<file path="config.mk">
export PLATFORM = sky130hd
export DESIGN_NAME = kv_command_deframer
export DESIGN_NICKNAME = d
export VERILOG_FILES = /design/src/rtl/kvcd_pkg.sv /design/src/rtl/kvcd_step.sv /design/src/rtl/kv_command_deframer.sv
export SDC_FILE = /design/constraint.sdc
export NUM_CORES = 1
export LEC_CHECK = 0
export BUFFER_PORTS_ARGS = -buffer_cell sky130_fd_sc_hd__buf_4
export CAP_MARGIN = 20
export CORE_AREA = 3 3 89 91
export CTS_CLUSTER_DIAMETER = 120
export CTS_CLUSTER_SIZE = 10
export DETAILED_ROUTE_END_ITERATION = 12
export DIE_AREA = 0 0 92 94
export PLACE_DENSITY = 0.83
export SYNTH_ARGS = -nofsm -noshare
export SYNTH_HDL_FRONTEND = slang
export SYNTH_SLANG_ARGS = --single-unit
</file>
<file path="constraint.sdc">
create_clock -name clock -period 7.7 [get_ports clock]
set_input_delay 0.385 -clock clock [delete_from_list [all_inputs] [get_ports clock]]
set_output_delay 0.385 -clock clock [all_outputs]
set_load 0.05 [all_outputs]
</file>
<file path="src/rtl/kvcd_pkg.sv">
`default_nettype none

package kvcd_pkg;

   // Width of each length prefix, in bytes.
   localparam int LENGTH_BYTES = 4;

   // Command type codes.
   localparam logic [7:0] CODE_PUT    = 8'd1;
   localparam logic [7:0] CODE_DELETE = 8'd2;

   // Field tags carried with every word.
   localparam logic [2:0] KIND_TYPE    = 3'd0;
   localparam logic [2:0] KIND_KEY_LEN = 3'd1;
   localparam logic [2:0] KIND_KEY     = 3'd2;
   localparam logic [2:0] KIND_VAL_LEN = 3'd3;
   localparam logic [2:0] KIND_VAL     = 3'd4;
   localparam logic [2:0] KIND_IGNORED = 3'd5;

   // Verdict codes.
   localparam logic [1:0] VERDICT_NONE      = 2'd0;
   localparam logic [1:0] VERDICT_PUT       = 2'd1;
   localparam logic [1:0] VERDICT_DELETE    = 2'd2;
   localparam logic [1:0] VERDICT_MALFORMED = 2'd3;

   typedef enum logic [6:0] {
      PH_TYPE    = 7'b0000001,
      PH_KLEN    = 7'b0000010,
      PH_KBODY   = 7'b0000100,
      PH_VLEN    = 7'b0001000,
      PH_VBODY   = 7'b0010000,
      PH_SWALLOW = 7'b0100000,
      PH_DONE    = 7'b1000000
   } phase_type;

   typedef struct packed {
      logic [2:0] field_kind;
      logic       body_last;
      logic       done_res;
      logic [1:0] verdict;
   } result_type;

endpackage

`default_nettype wire

</file>
<file path="src/rtl/kvcd_step.sv">
`default_nettype none

// Next-state and result logic for one command word.
module kvcd_step #(
   parameter int LENGTH_BYTES = kvcd_pkg::LENGTH_BYTES
) (
   input  wire kvcd_pkg::phase_type       phase_ff,
   input  wire                            put_ff,
   input  wire [8*LENGTH_BYTES-1:0]       gather_ff,
   input  wire [((LENGTH_BYTES > 1) ? $clog2(LENGTH_BYTES) : 1)-1:0] count_ff,
   input  wire [8*LENGTH_BYTES-1:0]       remain_ff,
   input  wire [7:0]                      data_byte,
   input  wire                            final_byte,
   output kvcd_pkg::phase_type            phase_in,
   output logic                           put_in,
   output logic [8*LENGTH_BYTES-1:0]      gather_in,
   output logic [((LENGTH_BYTES > 1) ? $clog2(LENGTH_BYTES) : 1)-1:0] count_in,
   output logic [8*LENGTH_BYTES-1:0]      remain_in,
   output kvcd_pkg::result_type           result
);

   localparam int LenW = 8 * LENGTH_BYTES;
   localparam int CntW = (LENGTH_BYTES > 1) ? $clog2(LENGTH_BYTES) : 1;
   localparam logic [CntW-1:0] CntLast = CntW'(LENGTH_BYTES - 1);

   logic [LenW-1:0] gathered;
   logic [LenW-1:0] remain_dec;

   assign gathered   = (gather_ff << 8) | LenW'(data_byte);
   assign remain_dec = remain_ff - LenW'(1);

   always_comb begin
      phase_in          = phase_ff;
      put_in            = put_ff;
      gather_in         = gather_ff;
      count_in          = count_ff;
      remain_in         = remain_ff;
      result.field_kind = kvcd_pkg::KIND_IGNORED;
      result.body_last  = 1'b0;
      result.done_res   = final_byte;
      result.verdict    = kvcd_pkg::VERDICT_NONE;

      unique case (phase_ff) inside
         kvcd_pkg::PH_TYPE: begin
            result.field_kind = kvcd_pkg::KIND_TYPE;
            put_in            = (data_byte == kvcd_pkg::CODE_PUT);
            gather_in         = '0;
            count_in          = '0;
            if ((data_byte == kvcd_pkg::CODE_PUT) || (data_byte == kvcd_pkg::CODE_DELETE)) begin
               phase_in = kvcd_pkg::PH_KLEN;
            end else begin
               phase_in = kvcd_pkg::PH_SWALLOW;
            end
         end
         kvcd_pkg::PH_KLEN, kvcd_pkg::PH_VLEN: begin
            result.field_kind = (phase_ff == kvcd_pkg::PH_KLEN) ? kvcd_pkg::KIND_KEY_LEN
                                                                 : kvcd_pkg::KIND_VAL_LEN;
            if (count_ff == CntLast) begin
               remain_in = gathered;
               gather_in = '0;
               count_in  = '0;
               if (gathered == '0) begin
                  // Empty body: skip straight past it.
                  phase_in = ((phase_ff == kvcd_pkg::PH_KLEN) && put_ff) ? kvcd_pkg::PH_VLEN
                                                                          : kvcd_pkg::PH_DONE;
               end else begin
                  phase_in = (phase_ff == kvcd_pkg::PH_KLEN) ? kvcd_pkg::PH_KBODY
                                                              : kvcd_pkg::PH_VBODY;
               end
            end else begin
               gather_in = gathered;
               count_in  = count_ff + CntW'(1);
            end
         end
         kvcd_pkg::PH_KBODY, kvcd_pkg::PH_VBODY: begin
            result.field_kind = (phase_ff == kvcd_pkg::PH_KBODY) ? kvcd_pkg::KIND_KEY
                                                                  : kvcd_pkg::KIND_VAL;
            remain_in = remain_dec;
            if (remain_dec == '0) begin
               result.body_last = 1'b1;
               phase_in = ((phase_ff == kvcd_pkg::PH_KBODY) && put_ff) ? kvcd_pkg::PH_VLEN
                                                                        : kvcd_pkg::PH_DONE;
            end
         end
         default: begin
            // A word after a complete command, or anything after an error.
            phase_in = kvcd_pkg::PH_SWALLOW;
         end
      endcase

      if (final_byte) begin
         // Reaching the done phase implies no error was ever seen.
         if (phase_in == kvcd_pkg::PH_DONE) begin
            result.verdict = put_ff ? kvcd_pkg::VERDICT_PUT : kvcd_pkg::VERDICT_DELETE;
         end else begin
            result.verdict = kvcd_pkg::VERDICT_MALFORMED;
         end
         phase_in  = kvcd_pkg::PH_TYPE;
         put_in    = 1'b0;
         gather_in = '0;
         count_in  = '0;
         remain_in = '0;
      end
   end

endmodule

`default_nettype wire

</file>
<file path="src/rtl/kv_command_deframer.sv">
// Streaming deframer for length-prefixed key/value commands.
//
// The request channel (req_*) takes one word of an encoded command per
// handshake, with req_final_byte marking the last word of the command. The
// first word is the type (put or delete), followed by a big-endian key length
// of LENGTH_BYTES words, the key body, and for a put a value length and the
// value body. Every word comes back on the response channel (rsp_*) tagged
// with the field it belongs to; the word that ends a key or value body raises
// rsp_body_last. On the final word rsp_verdict gives put, delete or malformed.
//
// The response is registered, and the block takes one word per cycle unless
// the response stalls: the parse state is updated by a single layer of logic,
// and the only wide path is the body-length decrement of 8*LENGTH_BYTES bits.
// The response register parts the two sides; req_ready stays high while that
// register is empty or being drained, so a stalled receiver holds exactly one
// word and the request side waits only while the held word is not taken.
// Reset returns the parser to expecting a type word and empties the response
// register. After every final word the parser returns to that same state.
`default_nettype none

module kv_command_deframer #(
   parameter int LENGTH_BYTES = kvcd_pkg::LENGTH_BYTES
) (
   input  wire        clock,
   input  wire        reset,
   input  wire        req_valid,
   output logic       req_ready,
   input  wire [7:0]  req_data_byte,
   input  wire        req_final_byte,
   output logic       rsp_valid,
   input  wire        rsp_ready,
   output logic [7:0] rsp_byte_out,
   output logic [2:0] rsp_field_kind,
   output logic       rsp_body_last,
   output logic       rsp_done_res,
   output logic [1:0] rsp_verdict
);

   localparam int LenW = 8 * LENGTH_BYTES;
   localparam int CntW = (LENGTH_BYTES > 1) ? $clog2(LENGTH_BYTES) : 1;

   // Parse state.
   kvcd_pkg::phase_type phase_ff, phase_in;
   logic                put_ff, put_in;
   logic [LenW-1:0]     gather_ff, gather_in;
   logic [CntW-1:0]     count_ff, count_in;
   logic [LenW-1:0]     remain_ff, remain_in;

   // Response register.
   logic                 rsp_valid_ff;
   logic [7:0]           rsp_byte_ff;
   kvcd_pkg::result_type rsp_result_ff;
   kvcd_pkg::result_type result;

   logic accept;

   assign req_ready = !rsp_valid_ff || rsp_ready;
   assign accept    = req_valid && req_ready;

   kvcd_step #(
      .LENGTH_BYTES(LENGTH_BYTES)
   ) u_step (
      .phase_ff   (phase_ff),
      .put_ff     (put_ff),
      .gather_ff  (gather_ff),
      .count_ff   (count_ff),
      .remain_ff  (remain_ff),
      .data_byte  (req_data_byte),
      .final_byte (req_final_byte),
      .phase_in   (phase_in),
      .put_in     (put_in),
      .gather_in  (gather_in),
      .count_in   (count_in),
      .remain_in  (remain_in),
      .result     (result)
   );

   // Parse state advances only on an accepted word; rsp_valid_ff clears on drain.
   always_ff @(posedge clock) begin
      if (reset) begin
         phase_ff     <= kvcd_pkg::PH_TYPE;
         put_ff       <= 1'b0;
         gather_ff    <= '0;
         count_ff     <= '0;
         remain_ff    <= '0;
         rsp_valid_ff <= 1'b0;
      end else begin
         if (accept) begin
            phase_ff  <= phase_in;
            put_ff    <= put_in;
            gather_ff <= gather_in;
            count_ff  <= count_in;
            remain_ff <= remain_in;
         end
         if (accept) begin
            rsp_valid_ff <= 1'b1;
         end else if (rsp_ready) begin
            rsp_valid_ff <= 1'b0;
         end
      end
   end

   // Response payload needs no reset; it is qualified by rsp_valid.
   always_ff @(posedge clock) begin
      if (accept) begin
         rsp_byte_ff   <= req_data_byte;
         rsp_result_ff <= result;
      end
   end

   assign rsp_valid      = rsp_valid_ff;
   assign rsp_byte_out   = rsp_byte_ff;
   assign rsp_field_kind = rsp_result_ff.field_kind;
   assign rsp_body_last  = rsp_result_ff.body_last;
   assign rsp_done_res   = rsp_result_ff.done_res;
   assign rsp_verdict    = rsp_result_ff.verdict;

   // A held response must block the request side.
   a_stall_blocks: assert property (@(posedge clock) disable iff (reset)
      (rsp_valid && !rsp_ready) |-> !req_ready)
      else $error("word accepted while the response register is stalled");

   // A verdict is given exactly on the word that ends a command.
   a_verdict_on_final: assert property (@(posedge clock) disable iff (reset)
      rsp_valid |-> (rsp_done_res == (rsp_verdict != kvcd_pkg::VERDICT_NONE)))
      else $error("verdict does not match the final-word flag");

   // Only body words can end a body.
   a_last_in_body: assert property (@(posedge clock) disable iff (reset)
      (rsp_valid && rsp_body_last) |->
         ((rsp_field_kind == kvcd_pkg::KIND_KEY) || (rsp_field_kind == kvcd_pkg::KIND_VAL)))
      else $error("body end flagged outside a body");

   // The parser restarts after every final word.
   a_restart: assert property (@(posedge clock) disable iff (reset)
      (accept && req_final_byte) |=> (phase_ff == kvcd_pkg::PH_TYPE))
      else $error("parser did not restart after a final word");

endmodule

`default_nettype wire
</file>
==> metrics.md <==
| Metric | Value |
|---|---|
| Status | `finished, final reports clean` |
| Measured slew at the worst slew-check pin | `0.789 ns` |
| Final hold violations | `0` |
| Reg clk slew, reported paths | `0.09 ns` |
| Post-synthesis sequential area ratio | `38.6%` |
| F_max | `307 MHz` |
| HP Class | `in -> reg` |
| Most common cell after layout, fill and taps aside | `nor2_1` |
| Antenna Nets Post-Route | `0` |
| Routability Congestion | `0.957` |
| TritonRoute pass-1 iters | `6` |
| Num CTS Buffers | `9` |
| Die Width | `92 microns` |
| Syn Area/Cell | `8.07 sq um` |
| Synth Area in Compound Gates | `23.0%` |
| Mux share of post-synthesis cell area | `0.458%` |
| Max-slew violations | `0` |
| Drt total wl | `13200 microns` |
| Post-Syn Instances | `575` |
| Die height | `94 microns` |
| P per Cell Area | `166 nW/um^2` |
| Vias per cell | `6.74` |
| DRC | `0` |
| Total power | `0.840 mW` |
| Syn_nets | `591` |
| Area contributors post-synth | `dfxtp_1 (29%), edfxtp_1 (9.7%), nor2_1 (7.8%)` |
| ANT cells | `0` |
| Share of layout cells above drive strength 1 | `11.8%` |
| Routed length per instance | `19.4 microns` |
| Number of max-cap violations | `0` |
| Vias post-DR | `4596` |
| Nature of the critical path endpoint | `register` |
| # setup viols final | `0` |
| Hold slack | `0.231 ns` |
| Placed Instances | `666` |
| Commonest cells after routing, fill and taps aside | `nor2_1 (97), dfxtp_1 (67), nand2_1 (46)` |
| RSZ-0062 raised after global routing | `false` |
| Vias in the first global route | `4230` |
| CTS tree | `done` |
| Resized Gates After CTS | `0` |
| Top-area cell type share of the netlist area | `28.9%` |
| Leakage power total | `1.78 nW` |
| Post-Syn Area | `4640 sq um` |
| CP Max Fanout | `12` |
| Post-Synth Simple-Gate Area | `30.3%` |
| Setup_tns | `0 ns` |
| PortBufs | `29` |
| Initial antenna violation count | `0` |
| Largest net degree at the start of global routing | `71` |
| WP data arrival | `3.37 ns` |
| Fin nets | `594` |
| Postcts setup bufs | `0` |
| CTS sink cnt | `82` |
| Area growth, synth to finish | `8.85%` |
| Crit Path Category | `reg -> reg` |
| Initial drt markers | `498` |
| Fillers | `626` |
| First-pass GRT wire length | `21700 microns` |
| Io pins | `30` |
| Final cell count without fillers | `682` |
| Largest family of logic cells by synthesized area | `simple AND/OR/NAND/NOR gates` |
| Cell row count | `31` |
| Crit path launch type | `register` |
| Die Area | `8650 sq um` |
| H-tree depth | `3` |
| Synthesized flop and latch total | `82` |
| Synth Area in Adders | `0.809%` |
| Clock latency at the later pin of the worst-skew pair | `0.36 ns` |
| Final Cycle Share | `42.4%` |
| Hold_buf cts | `0` |
| Distinct cells, synth | `69` |
| Synth Flop Type | `dfxtp_1` |
| Core Area | `7210 sq um` |
| All-Layer GR Usage | `31.6%` |
| Post-synth ARST share | `0%` |
| Global route overflow | `0` |
| DP Wirelength | `9100 microns` |
| Worst IR drop on VDD | `0.000120 V` |
| Max Root-Sink Buffers | `2` |
| Final min period | `3.26 ns` |
| Xor and xnor fraction of the mapped netlist area | `2.08%` |
| CTS root buf | `clkbuf_8` |
| Max Clock Skew | `0.0118 ns` |
| Syn. warnings | `0` |
| Rel. slew slack | `47.4%` |
| CP Data Required Time | `7.81 ns` |
| Initial Utilization | `64.3%` |
| Area leader, netlist | `dfxtp_1` |
| Post-synth EDFFs | `15` |
## synth_stat cells, types with 3 or more instances
| library cell | count |
|---|---|
| o211ai_1 | 3 |
| nor4_1 | 21 |
| o41ai_1 | 4 |
| nand4b_1 | 3 |
| a211oi_1 | 8 |
| nand4_1 | 7 |
| clkbuf_1 | 32 |
| a31oi_1 | 3 |
| and3_1 | 6 |
| ha_1 | 3 |
| nand3_1 | 12 |
| xor2_1 | 3 |
| buf_2 | 7 |
| or4_1 | 6 |
| nand2_1 | 46 |
| a22oi_1 | 37 |
| o21ai_0 | 35 |
| o31ai_1 | 5 |
| a21o_1 | 3 |
| nand2b_1 | 5 |
| xnor2_1 | 8 |
| nor2_1 | 97 |
| dfxtp_1 | 67 |
| nor4b_1 | 4 |
| or4_4 | 3 |
| edfxtp_1 | 15 |
| or3_1 | 9 |
| nor3_1 | 21 |
| a21oi_1 | 42 |
| nor2b_1 | 3 |
| inv_1 | 6 |
## layer usage
| metal | share of wire [%] | track usage [%] |
|---|---|---|
| met5 | 0 | 0 |
| met4 | 4.7 | 17.2 |
| met1 | 42 | 42.1 |
| met3 | 7.1 | 4.97 |
| met2 | 46 | 49.3 |
## logic make-up (layout without fill, tap and decap cells)
kind of cell,count (synthesis),after routing
xor+xnor,11,11
simple gates,264,264
compound gates,163,163
flops,82,82
buf+inv,50,58
fa+ha+maj,3,3
mux,2,2
## flip-flops by register name, summed over array words and instances, names as in the netlist
name            count
remain_ff          32
gather_ff          24
rsp_byte_out        8
phase_ff            7
rsp_field_kind      3
count_ff            2
rsp_verdict         2
put_ff              1
rsp_body_last       1
rsp_done_res        1
rsp_valid           1
## area by class of cell
type	instances	area [sq um]	area share [%]
multi-input combinational	443	2650	52.4
sequential	82	1790	35.5
timing repair buffer	35	263	5.20
clock buffer	10	128	2.53
tap	99	124	2.45
clock inverter	6	72.6	1.44
inverter	7	26.3	0.520
## critical path, stage by stage (launching register included)
cell	delay (ns)
dfxtp_1	0.37
nor3_1	0.56
nand3b_1	0.51
nor3b_4	0.42
a31oi_1	0.18
nor4_1	0.50
nand4_2	0.22
o221a_1	0.26
## report_power, final
part / switching (mW) / internal [mW] / leakage, nW
clock network: 0.166 / 0.153 / 0.0975
logic: 0.0552 / 0.0208 / 1.00
registers: 0.00267 / 0.443 / 0.686
total: 0.223 / 0.617 / 1.78
## path summary, 6_finish.rpt
check                                  start                            to  slack [ns]  cells after the start
hold / removal              req_data_byte[3]     rsp_byte_out[3]$_DFFE_PP_        0.23                      1
setup / recovery  remain_ff[15]$_SDFFE_PP0P_  rsp_verdict[0]$_SDFFCE_PN0P_        4.44                      7
setup reg to reg  remain_ff[15]$_SDFFE_PP0P_  rsp_verdict[0]$_SDFFCE_PN0P_        4.44                      7
hold reg to reg     phase_ff[5]$_SDFFE_PP0P_      phase_ff[5]$_SDFFE_PP0P_        0.49                      2
## metrics by stage
step / utilization [%] / cell area (sq um) / setup slack, ns
2_1_floorplan: - / 4640 / 4.91
3_3_place_gp: 67.2 / 4850 / 4.67
3_5_place_dp: 67.2 / 4850 / 4.50
4_1_cts: 70.0 / 5050 / 4.48
5_1_grt: 70.0 / 5050 / 4.19
6_report: 70.0 / 5050 / 4.44
No activity file was read; power rests on OpenSTA's default activity.
